**src/rtl/sppc_pkg.sv**
```systemverilog
// Package for the stepper position pulse controller.
// Holds the command codes, field widths, reset values and conversion constants.
// No dependencies.
package sppc_pkg;

  localparam int OP_W       = 3;
  localparam int MM_W       = 24;
  localparam int WORD_W     = 32;
  localparam int SPM_W      = 20;
  localparam int CFG_IDX_W  = 1;
  localparam int PROD_W     = MM_W + SPM_W - 1;
  localparam int DIV_SHIFT  = 11;
  localparam int QEST_W     = 26;

  // 256000 = 2^11 * 125; the factor 125 is divided out with a reciprocal.
  localparam logic [QEST_W-1:0]  RECIP_125      = 26'd34359738;
  localparam logic [WORD_W-1:0]  DIV_ODD        = 32'd125;
  localparam logic [SPM_W-1:0]   SPM_RESET      = 20'd80000;
  localparam logic [WORD_W-1:0]  INTERVAL_RESET = 32'd1000;

  typedef enum logic [OP_W-1:0] {
    OP_MOVE_ABS     = 3'd0,
    OP_MOVE_STEPS   = 3'd1,
    OP_SET_POSITION = 3'd2,
    OP_TICK         = 3'd3,
    OP_ENABLE       = 3'd4,
    OP_DISABLE      = 3'd5
  } op_t;

  typedef enum logic [CFG_IDX_W-1:0] {
    CFG_STEPS_PER_METER  = 1'd0,
    CFG_STEP_INTERVAL_US = 1'd1
  } cfg_idx_t;

  // Load enables of the three conversion stages.
  typedef struct packed {
    logic s1;
    logic s2;
    logic s3;
  } stage_en_t;

  // Fields that ride along the conversion pipeline unchanged.
  typedef struct packed {
    logic [OP_W-1:0]   op;
    logic [WORD_W-1:0] step_count;
    logic              dir_neg;
    logic [WORD_W-1:0] now_us;
  } side_t;

endpackage

```
**src/rtl/sppc_mm2step.sv**
```systemverilog
// Millimetre to step conversion: trunc(mm_fx * steps_per_meter / 256000).
// Three register stages: product, reciprocal estimate, correction and sign.
// Depends on sppc_pkg.
module sppc_mm2step (
  input  logic                          clk,
  input  sppc_pkg::stage_en_t           en,
  input  logic signed [sppc_pkg::MM_W-1:0]   mm_fx,
  input  logic [sppc_pkg::SPM_W-1:0]    steps_per_meter,
  output logic [sppc_pkg::WORD_W-1:0]   target
);
  import sppc_pkg::*;

  logic [MM_W-1:0]             mag;
  logic [PROD_W-1:0]           prod;
  logic                        neg1;
  logic [WORD_W-1:0]           x1;
  logic [WORD_W+QEST_W-1:0]    recip_prod;
  logic [QEST_W-1:0]           q_est;
  logic [WORD_W-1:0]           x2;
  logic                        neg2;
  logic [WORD_W-1:0]           rem;
  logic [WORD_W-1:0]           q_fix;

  // The magnitude of the most negative value is 2^23, which still fits unsigned.
  assign mag = mm_fx[MM_W-1] ? (~mm_fx + 1'b1) : mm_fx;

  always_ff @(posedge clk) begin
    if (en.s1) begin
      prod <= PROD_W'(mag) * PROD_W'(steps_per_meter);
      neg1 <= mm_fx[MM_W-1];
    end
  end

  assign x1         = prod[PROD_W-1:DIV_SHIFT];
  assign recip_prod = x1 * RECIP_125;

  always_ff @(posedge clk) begin
    if (en.s2) begin
      q_est <= recip_prod[WORD_W+QEST_W-1:WORD_W];
      x2    <= x1;
      neg2  <= neg1;
    end
  end

  // The estimate is the true quotient or one below it.
  assign rem   = x2 - WORD_W'({{(WORD_W-QEST_W){1'b0}}, q_est} * DIV_ODD);
  assign q_fix = {{(WORD_W-QEST_W){1'b0}}, q_est} + WORD_W'(rem >= DIV_ODD);

  always_ff @(posedge clk) begin
    if (en.s3) begin
      target <= neg2 ? (~q_fix + 1'b1) : q_fix;
    end
  end

endmodule

```
**src/rtl/stepper_position_pulse_controller.sv**
```systemverilog
// Stepper position controller with step pulse generation, one command per word.
// Path: input register, three millimetre-to-step conversion stages and a
// result register. Throughput: one word per cycle while no stalled result
// waits at the output; the conversion pipeline moves on any bubble.
// Reset (synchronous): pipeline empty, position, count and timestamp zero,
// direction positive, driver disabled, registers at 80000 and 1000.
module stepper_position_pulse_controller (
  input  logic                                 clk,
  input  logic                                 rst,
  input  logic                                 in_valid,
  output logic                                 in_stall,
  input  logic [sppc_pkg::OP_W-1:0]            op,
  input  logic signed [sppc_pkg::MM_W-1:0]     position_mm_fx,
  input  logic [sppc_pkg::WORD_W-1:0]          step_count,
  input  logic                                 dir_neg,
  input  logic [sppc_pkg::WORD_W-1:0]          now_us,
  output logic                                 out_valid,
  input  logic                                 out_stall,
  output logic                                 step_pulse,
  output logic                                 dir_level,
  output logic                                 enable_n,
  output logic [sppc_pkg::WORD_W-1:0]          steps_remaining,
  output logic signed [sppc_pkg::WORD_W-1:0]   current_position,
  input  logic                                 cfg_valid,
  output logic                                 cfg_ready,
  input  logic [sppc_pkg::CFG_IDX_W-1:0]       cfg_index,
  input  logic [sppc_pkg::WORD_W-1:0]          cfg_data
);
  import sppc_pkg::*;

  logic [SPM_W-1:0]  steps_per_meter;
  logic [WORD_W-1:0] step_interval_us;

  logic              v0, v1, v2, v3;
  logic              rdy0, rdy1, rdy2, rdy3, rdy_out;
  side_t             side0, side1, side2, side3;
  logic signed [MM_W-1:0] mm0;
  logic [WORD_W-1:0] target;
  stage_en_t         conv_en;

  logic [WORD_W-1:0] position_steps, position_steps_next;
  logic [WORD_W-1:0] steps_left, steps_left_next;
  logic              moving_negative, moving_negative_next;
  logic [WORD_W-1:0] last_step_us, last_step_us_next;
  logic              driver_disabled, driver_disabled_next;
  logic              pulse_next;
  logic [WORD_W-1:0] elapsed;

  assign cfg_ready = 1'b1;

  always_ff @(posedge clk) begin
    if (rst) begin
      steps_per_meter  <= SPM_RESET;
      step_interval_us <= INTERVAL_RESET;
    end else if (cfg_valid) begin
      case (cfg_idx_t'(cfg_index))
        CFG_STEPS_PER_METER:  steps_per_meter  <= cfg_data[SPM_W-1:0];
        CFG_STEP_INTERVAL_US: step_interval_us <= cfg_data;
        default: ;
      endcase
    end
  end

  // A stage may load when it is empty or when the stage after it moves.
  assign rdy_out  = !out_valid || !out_stall;
  assign rdy3     = !v3 || rdy_out;
  assign rdy2     = !v2 || rdy3;
  assign rdy1     = !v1 || rdy2;
  assign rdy0     = !v0 || rdy1;
  assign in_stall = !rdy0;

  assign conv_en.s1 = rdy1;
  assign conv_en.s2 = rdy2;
  assign conv_en.s3 = rdy3;

  always_ff @(posedge clk) begin
    if (rst) begin
      v0        <= 1'b0;
      v1        <= 1'b0;
      v2        <= 1'b0;
      v3        <= 1'b0;
      out_valid <= 1'b0;
    end else begin
      if (rdy0)    v0        <= in_valid;
      if (rdy1)    v1        <= v0;
      if (rdy2)    v2        <= v1;
      if (rdy3)    v3        <= v2;
      if (rdy_out) out_valid <= v3;
    end
  end

  always_ff @(posedge clk) begin
    if (rdy0) begin
      side0 <= '{op: op, step_count: step_count, dir_neg: dir_neg, now_us: now_us};
      mm0   <= position_mm_fx;
    end
    if (rdy1) side1 <= side0;
    if (rdy2) side2 <= side1;
    if (rdy3) side3 <= side2;
  end

  sppc_mm2step u_mm2step (
    .clk             (clk),
    .en              (conv_en),
    .mm_fx           (mm0),
    .steps_per_meter (steps_per_meter),
    .target          (target)
  );

  assign elapsed = side3.now_us - last_step_us;

  always_comb begin
    position_steps_next  = position_steps;
    steps_left_next      = steps_left;
    moving_negative_next = moving_negative;
    last_step_us_next    = last_step_us;
    driver_disabled_next = driver_disabled;
    pulse_next           = 1'b0;
    case (op_t'(side3.op))
      OP_MOVE_ABS: begin
        if ($signed(target) > $signed(position_steps)) begin
          steps_left_next      = target - position_steps;
          moving_negative_next = 1'b0;
        end else if ($signed(target) < $signed(position_steps)) begin
          steps_left_next      = position_steps - target;
          moving_negative_next = 1'b1;
        end else begin
          steps_left_next = '0;
        end
      end
      OP_MOVE_STEPS: begin
        position_steps_next  = '0;
        moving_negative_next = side3.dir_neg;
        steps_left_next      = side3.step_count;
      end
      OP_SET_POSITION: position_steps_next = target;
      OP_TICK: begin
        if (steps_left != '0 && elapsed >= step_interval_us) begin
          pulse_next          = 1'b1;
          position_steps_next = moving_negative ? position_steps - 1'b1
                                                : position_steps + 1'b1;
          steps_left_next     = steps_left - 1'b1;
          last_step_us_next   = side3.now_us;
        end
      end
      OP_ENABLE:  driver_disabled_next = 1'b0;
      OP_DISABLE: driver_disabled_next = 1'b1;
      default: ;
    endcase
  end

  always_ff @(posedge clk) begin
    if (rst) begin
      position_steps  <= '0;
      steps_left      <= '0;
      moving_negative <= 1'b0;
      last_step_us    <= '0;
      driver_disabled <= 1'b1;
    end else if (v3 && rdy_out) begin
      position_steps  <= position_steps_next;
      steps_left      <= steps_left_next;
      moving_negative <= moving_negative_next;
      last_step_us    <= last_step_us_next;
      driver_disabled <= driver_disabled_next;
    end
  end

  always_ff @(posedge clk) begin
    if (v3 && rdy_out) begin
      step_pulse       <= pulse_next;
      dir_level        <= !moving_negative_next;
      enable_n         <= driver_disabled_next;
      steps_remaining  <= steps_left_next;
      current_position <= position_steps_next;
    end
  end

endmodule

```
**config.mk**
```make
export PLATFORM = sky130hd
export DESIGN_NAME = stepper_position_pulse_controller
export DESIGN_NICKNAME = d
export VERILOG_FILES = /design/src/rtl/sppc_pkg.sv /design/src/rtl/sppc_mm2step.sv /design/src/rtl/stepper_position_pulse_controller.sv
export SDC_FILE = /design/constraint.sdc
export NUM_CORES = 2
export LEC_CHECK = 0
export BUFFER_PORTS_ARGS = -buffer_cell sky130_fd_sc_hd__buf_2
export CAP_MARGIN = 30
export CORE_MARGIN = 4
export CORE_UTILIZATION = 48
export DETAILED_ROUTE_END_ITERATION = 6
export PLACE_DENSITY = 0.67
export SYNTH_ARGS = -nofsm -noshare
export SYNTH_HDL_FRONTEND = slang
export SYNTH_SLANG_ARGS = --single-unit
```
**constraint.sdc**
```tcl
create_clock -name clk -period 11.4 [get_ports clk]
set_clock_uncertainty 0.05 [all_clocks]
set_input_delay 0.57 -clock clk [delete_from_list [all_inputs] [get_ports clk]]
set_output_delay 0.57 -clock clk [all_outputs]
set_load 0.005 [all_outputs]
```
# --- Word-level counts from Yosys, hierarchy flattened ---
# Cells that the tools add are included.
op_classes:
  addsub: 10
  n_mul: 3
  div_mod_pow: 0
  order_cmp: 4
  n_eq_ne: 5
  shift: 0
  n_mux: 14
  n_bitwise: 3
  reduce_logical: 20
op_table:
  columns: ["op", "count"]
  rows:
  - ["$mux W32", 6]
  - ["$pmux W32 S3", 2]
  - ["$sub A32 B32 Y32", 4]
  - ["$add A32 B1 Y32 const B", 2]
  - ["$sub A32 B1 Y32 const B", 2]
  - ["$mul A32 B25 Y57 const B", 1]
  - ["$mul A24 B20 Y43", 1]
  - ["$ge A32 B32 Y1", 1]
  - ["$ge A32 B7 Y1 const B", 1]
  - ["$gt A32 B32 Y1", 1]
  - ["$lt A32 B32 Y1", 1]
  - ["$mul A26 B7 Y32 const B", 1]
  - ["$not A32 Y32", 1]
  - ["$reduce_bool A32 Y1", 1]
  - ["$add A26 B1 Y27", 1]
  - ["$add A24 B1 Y24 const B", 1]
  - ["$mux W24", 1]
  - ["$not A24 Y24", 1]
  - ["$logic_not A1 Y1", 8]
  - ["$eq A3 B2 Y1 const B", 2]
  - ["$eq A3 B3 Y1 const B", 2]
  - ["$logic_or A1 B1 Y1", 5]
  - ["$pmux W1 S2", 2]
  - ["$reduce_and A2 Y1", 2]
  - ["other kinds (6)", 9]
word_totals:
  ff_bits: 653
  latch_bits: 0
  ramBits: 0
  mem_bits_ro: 0
  output_inout_bits: 70
  n_memories: 0

# --- Logic depth before layout (Yosys ltp) ---
logic_depth:
  depth_word: 7
  mapped_depth: 35

# --- Cells and area by module ---
# From an unflattened synthesis, not the netlist that was laid out.
hier_totals:
  hier_cells: 6517
  hier_area_um2: 64239.1
by_module_without_submodules:
  columns: ["module", "n_inst", "cells_per_inst", "area_per_inst_um2", "seq_area_each_um2"]
  rows:
  - ["sppc_mm2step", 1, 3992, 38155.3, 3723.6]
  - ["stepper_position_pulse_controller", 1, 2525, 26083.8, 14003.4]

# --- Worst setup path before layout ---
# Ideal clock, no wire load.
synth_timing:
  path_kind: "flip-flop to flip-flop"
  startpoint: "register mm0[2]"
  endpoint: "register u_mm2step.prod[42], data pin"
  setup_ns: 0.260
  t_arrival_ns: 8.372
  slack_ns: 2.718
  path_stages_with_launch: 31
  path_buffers: 1
  cell_sequence: "edfxtp_1 or4_1 nor4_1 nand3_1 or4_1 o31ai_1 xnor2_1 clkbuf_1 nand2_1 fa_1 fa_1 inv_1 fa_1 fa_1 inv_1 fa_1 fa_1 inv_1 fa_1 ha_1 nand3_1 o21bai_1 a21boi_0 nand2_1 o21ai_0 a31oi_1 o21ai_0 o21ai_0 o21ai_0 a21oi_1 xnor2_1"
synth_between:
  elab_chain_cells: 4
synth_rtl:
  columns: ["item", "line_no", "text"]
  rows:
  - ["start: declaration", "stepper_position_pulse_controller.sv:37", "logic signed [MM_W-1:0] mm0;"]
  - ["start signal: assignment", "stepper_position_pulse_controller.sv:95", "mm0 <= position_mm_fx;"]
  - ["$not A24 Y24", "sppc_mm2step.sv:25", "assign mag = mm_fx[MM_W-1] ? (~mm_fx + 1'b1) : mm_fx;"]
  - ["$add A24 B1 Y24", "sppc_mm2step.sv:25", null]
  - ["$mux W24 *", "sppc_mm2step.sv:25", null]
  - ["$mul A24 B20 Y43 *", "sppc_mm2step.sv:29", "prod <= PROD_W'(mag) * PROD_W'(steps_per_meter);"]
  - ["end signal: assignment", "sppc_mm2step.sv:29", null]
  - ["end: declaration", "sppc_mm2step.sv:14", "logic [PROD_W-1:0] prod;"]
# Mark *: on every way between the ends. The rest lies on a longest branch, timed or not.
# A chain may end at the register's enable or synchronous reset.

# --- Final worst setup path ---
# Ends and elaborated chain as after synthesis.

==> run_summary.xml <==
<?xml version="1.0" encoding="UTF-8"?>
<metrics>
  <group name="floorplanning">
    <metric name="fp.dieArea" unit="sq mm">0.139</metric>
    <metric name="core_area" unit="sq mm">0.132</metric>
    <metric name="rows" unit="">133</metric>
    <metric name="io_pins" unit="">200</metric>
    <metric name="floorplan.initialDensity" unit="%">48.4</metric>
    <metric name="die_h" unit="um">372</metric>
    <metric name="die_width" unit="um">372</metric>
  </group>
  <group name="cells_and_area">
    <metric name="layout.filler_cells" unit="">11562</metric>
    <metric name="flow.area_growth_from_synthesis" unit="%">8.93</metric>
    <metric name="final_layout_size_suffix_gt1_share" unit="%">6.71</metric>
    <metric name="layout.cells.most_common" unit="">sky130_fd_sc_hd__inv_1</metric>
    <metric name="most-common-layout-cells" unit="">1275 x sky130_fd_sc_hd__inv_1, 767 x sky130_fd_sc_hd__fa_1, 738 x sky130_fd_sc_hd__ha_1</metric>
    <metric name="antennaDiodeCount" unit="">0</metric>
    <metric name="final_nets" unit="">8210</metric>
  </group>
  <group name="global_routing">
    <metric name="number_of_antenna_violations_at_the_first_check_in_global_routing" unit="">5</metric>
    <metric name="grt_first_pass_wirelength" unit="um">261000</metric>
    <metric name="grt_max_degree" unit="">65</metric>
    <metric name="globalRoute.totalOverflow" unit="">0</metric>
    <metric name="groute.usage.overall" unit="%">24.0</metric>
    <metric name="grt_pass1_vias" unit="">47008</metric>
  </group>
  <group name="synth">
    <metric name="post-synth-top-area-cell" unit="">sky130_fd_sc_hd__fa_1</metric>
    <metric name="leading_register_cell_type_out_of_synthesis" unit="">sky130_fd_sc_hd__edfxtp_1</metric>
    <metric name="ys_seq_elements" unit="">642</metric>
    <metric name="synth-edff-count" unit="">487</metric>
    <metric name="mappedNetlistArea" unit="sq mm">0.0637</metric>
    <metric name="postSynth.asyncResetShare" unit="%">0</metric>
    <metric name="synth_cells" unit="">6415</metric>
    <metric name="postSynthNetCount" unit="">8050</metric>
    <metric name="post-synth-top-area-fraction" unit="%">24.1</metric>
    <metric name="ys_seq_area_share" unit="%">27.8</metric>
    <metric name="synth-warning-count" unit="">0</metric>
    <metric name="leading_post_synthesis_cells_by_cell_area" unit="">sky130_fd_sc_hd__fa_1 24%, sky130_fd_sc_hd__edfxtp_1 23%, sky130_fd_sc_hd__ha_1 15%</metric>
    <metric name="synth.avg_cell_area" unit="sq um">9.93</metric>
    <metric name="synth_cell_type_count" unit="">86</metric>
  </group>
  <group name="route">
    <metric name="finalWirelength" unit="um">165000</metric>
    <metric name="drt_iter0_markers" unit="">3635</metric>
    <metric name="vias_per_cell" unit="">5.44</metric>
    <metric name="detail_route.first_pass.iterations" unit="">6</metric>
    <metric name="drtAntennaViolNets" unit="">0</metric>
    <metric name="drc" unit="">0</metric>
    <metric name="wire_per_inst" unit="um">19.6</metric>
    <metric name="vias" unit="">45631</metric>
  </group>
  <group name="clock_network">
    <metric name="tritoncts" unit="">yes</metric>
    <metric name="cts_inserted_buffers" unit="">70</metric>
    <metric name="clkTransAtPathRegs" unit="ns">0.06</metric>
    <metric name="tritoncts_num_sinks" unit="">642</metric>
    <metric name="cts_post_setup_buffers_inserted" unit="">0</metric>
    <metric name="clk_root_buffer_cell" unit="">sky130_fd_sc_hd__clkbuf_16</metric>
    <metric name="h-tree-depth" unit="">3</metric>
    <metric name="post_cts_resized" unit="">0</metric>
    <metric name="insertion_delay" unit="ns">0.67</metric>
    <metric name="cts.path.max_buffers" unit="">3</metric>
  </group>
  <group name="placed_design">
    <metric name="gp_congestion" unit="">0.931</metric>
    <metric name="place.port_buffers" unit="">198</metric>
    <metric name="post-dp-hpwl" unit="um">127000</metric>
  </group>
  <group name="job">
    <metric name="max_cap_violations" unit="">0</metric>
  </group>
  <group name="sta">
    <metric name="setup_tns" unit="ns">0</metric>
    <metric name="final_period_utilization" unit="%">86.1</metric>
    <metric name="final.hold.worst_slack" unit="ns">0.0378</metric>
    <metric name="fmax" unit="MHz">102</metric>
    <metric name="finalWorstPathRequiredPeriod" unit="ns">9.82</metric>
    <metric name="timing_max_transition_violations_final" unit="">0</metric>
    <metric name="slew_headroom" unit="%">24.3</metric>
    <metric name="worst_slew_pin_slew" unit="ns">1.13</metric>
    <metric name="final-setup-viol-count" unit="">0</metric>
    <metric name="grt_setup_unrepaired" unit="">false</metric>
    <metric name="finalHoldViolCount" unit="">0</metric>
  </group>
  <group name="setup_path">
    <metric name="critPathRequiredTime" unit="ns">11.75</metric>
    <metric name="rrSetupSlack" unit="ns">1.58</metric>
    <metric name="slowest_delay" unit="ns">0.60</metric>
    <metric name="arrival_time_at_the_worst_endpoint" unit="ns">10.17</metric>
    <metric name="criticalPathCategory" unit="">flip-flop to flip-flop</metric>
    <metric name="crit_start" unit="">mm0[2]$_DFFE_PN_</metric>
    <metric name="critPathLaunchType" unit="">flip-flop</metric>
    <metric name="timing.critical_path.fanout_max" unit="">20</metric>
    <metric name="rr_endpoint" unit="">u_mm2step.prod[42]$_DFFE_PP_</metric>
    <metric name="worstSetupEndpoint" unit="">u_mm2step.prod[42]$_DFFE_PP_</metric>
    <metric name="most_frequent_cp_cell" unit="">sky130_fd_sc_hd__fa_1</metric>
    <metric name="timing.critical_path.slowest_stage_cell" unit="">sky130_fd_sc_hd__or4_1</metric>
    <metric name="rr_worst_depth" unit="">30</metric>
    <metric name="cp-end-kind" unit="">flip-flop</metric>
    <metric name="rr_startpoint" unit="">mm0[2]$_DFFE_PN_</metric>
  </group>
  <group name="worst_hold_path">
    <metric name="hold_path_class" unit="">input pin to flip-flop</metric>
  </group>
  <group name="status">
    <metric name="run_status" unit="">finished clean</metric>
  </group>
</metrics>
==> logic make-up after synthesis <==
group / Yosys count / synth area share (%)
mux: 9 / 0.145
simple gates: 1459 / 10.6
xor+xnor: 227 / 3.12
fa+ha+maj: 1505 / 38.6
compound gates: 1073 / 10.9
flops: 642 / 27.8
other cells: 1 / 0.00589
buf+inv: 1499 / 8.85
==> worst max-delay path, delay by kind of cell, from the launching register on <==
family	cells	cell delay [ns]
simple gates	5	1.67
buf+inv	4	0.46
flops	1	0.45
fa+ha+maj	8	3.78
compound gates	11	2.89
xor+xnor	2	0.24
==> through the flow <==
step | util [%] | instances | setup slack, ns | area, sq um
after floorplan | - | 6415 | 2.72 | 63700
after global placement | 50.7 | 8228 | 1.58 | 66700
after detailed placement | 50.7 | 8234 | 1.55 | 66800
after CTS | 52.7 | 8387 | 1.52 | 69300
after global routing | 52.7 | 8388 | 0.943 | 69400
final | 52.7 | 8388 | 1.58 | 69400
==> cell usage after synthesis, types with 11 or more instances <==
cell	instances
sky130_fd_sc_hd__a21o_1	119
sky130_fd_sc_hd__a21oi_1	377
sky130_fd_sc_hd__nor3_1	55
sky130_fd_sc_hd__and3_1	18
sky130_fd_sc_hd__a21boi_0	11
sky130_fd_sc_hd__nor4_1	21
sky130_fd_sc_hd__fa_1	767
sky130_fd_sc_hd__buf_1	16
sky130_fd_sc_hd__nand2_1	686
sky130_fd_sc_hd__xnor2_1	174
sky130_fd_sc_hd__a221o_1	12
sky130_fd_sc_hd__ha_1	738
sky130_fd_sc_hd__a311oi_1	12
sky130_fd_sc_hd__nand4_1	35
sky130_fd_sc_hd__a22oi_1	17
sky130_fd_sc_hd__or3_1	20
sky130_fd_sc_hd__inv_1	1277
sky130_fd_sc_hd__nand3_1	69
sky130_fd_sc_hd__o31ai_1	23
sky130_fd_sc_hd__a31oi_1	31
sky130_fd_sc_hd__and2_1	190
sky130_fd_sc_hd__xor2_1	53
sky130_fd_sc_hd__o21bai_1	30
sky130_fd_sc_hd__o211ai_1	19
sky130_fd_sc_hd__or4_1	11
sky130_fd_sc_hd__nor2b_1	39
sky130_fd_sc_hd__dfxtp_1	155
sky130_fd_sc_hd__o221ai_1	13
sky130_fd_sc_hd__a221oi_1	29
sky130_fd_sc_hd__edfxtp_1	487
sky130_fd_sc_hd__o21a_1	35
sky130_fd_sc_hd__nor2_1	239
sky130_fd_sc_hd__a211oi_1	30
sky130_fd_sc_hd__nand2b_1	47
sky130_fd_sc_hd__o21ai_0	187
sky130_fd_sc_hd__o22ai_1	12
sky130_fd_sc_hd__clkbuf_1	201
==> layer usage <==
| metal | part of all wire [%] | GRT usage (%) | vias to the layer above | wire, um |
|---|---|---|---|---|
| met4 | 3.1 | 7.10 | 2 | 5090 |
| li1 | - | - | 21236 | - |
| met1 | 44 | 33.3 | 22583 | 71800 |
| met2 | 46 | 38.5 | 1491 | 75900 |
| met3 | 7.1 | 4.31 | 319 | 11700 |
| met5 | 0.0079 | 0 | - | 13 |
==> state kept, by name, indices dropped and copies added, names as in the netlist, 68 cells and up <==
signal and count:
side3 68, side1 68, side2 68, side0 68
==> cell type report <==
cell class	instances	area [sq um]	share of cell area, %
Clock inverter	43	445	0.642
Inverter	1277	4800	6.92
Timing Repair Buffer	310	1950	2.81
Clock buffer	87	1880	2.71
Tap cell	1755	2200	3.17
Sequential cell	642	17700	25.6
Multi-Input combinational cell	4274	40400	58.2
==> repair_timing <==
action,4_1_cts,5_1_grt
endpoints found under the hold margin,23,0
endpoints found under the setup margin,0,0
hold buffers,23,0
==> worst min path at each step <==
stage | startpoint | to | slack, ns | cells past startpoint
global route | step_count[6] | side0[39]$_DFFE_PN_ | 0.003 | 1
global placement | side2[37]$_DFFE_PP_ | side3[37]$_DFFE_PP_ | 0.35 | 0
CTS | step_count[22] | side0[55]$_DFFE_PN_ | 0.00001 | 1
floorplan | side0[0]$_DFFE_PN_ | side1[0]$_DFFE_PP_ | 0.35 | 0
detailed placement | side1[54]$_DFFE_PP_ | side2[54]$_DFFE_PP_ | 0.35 | 0
finish | step_count[22] | side0[55]$_DFFE_PN_ | 0.04 | 1
Power is not shown: default switching activity piles up to over one toggle a cycle in this logic, so the estimate is an artifact.
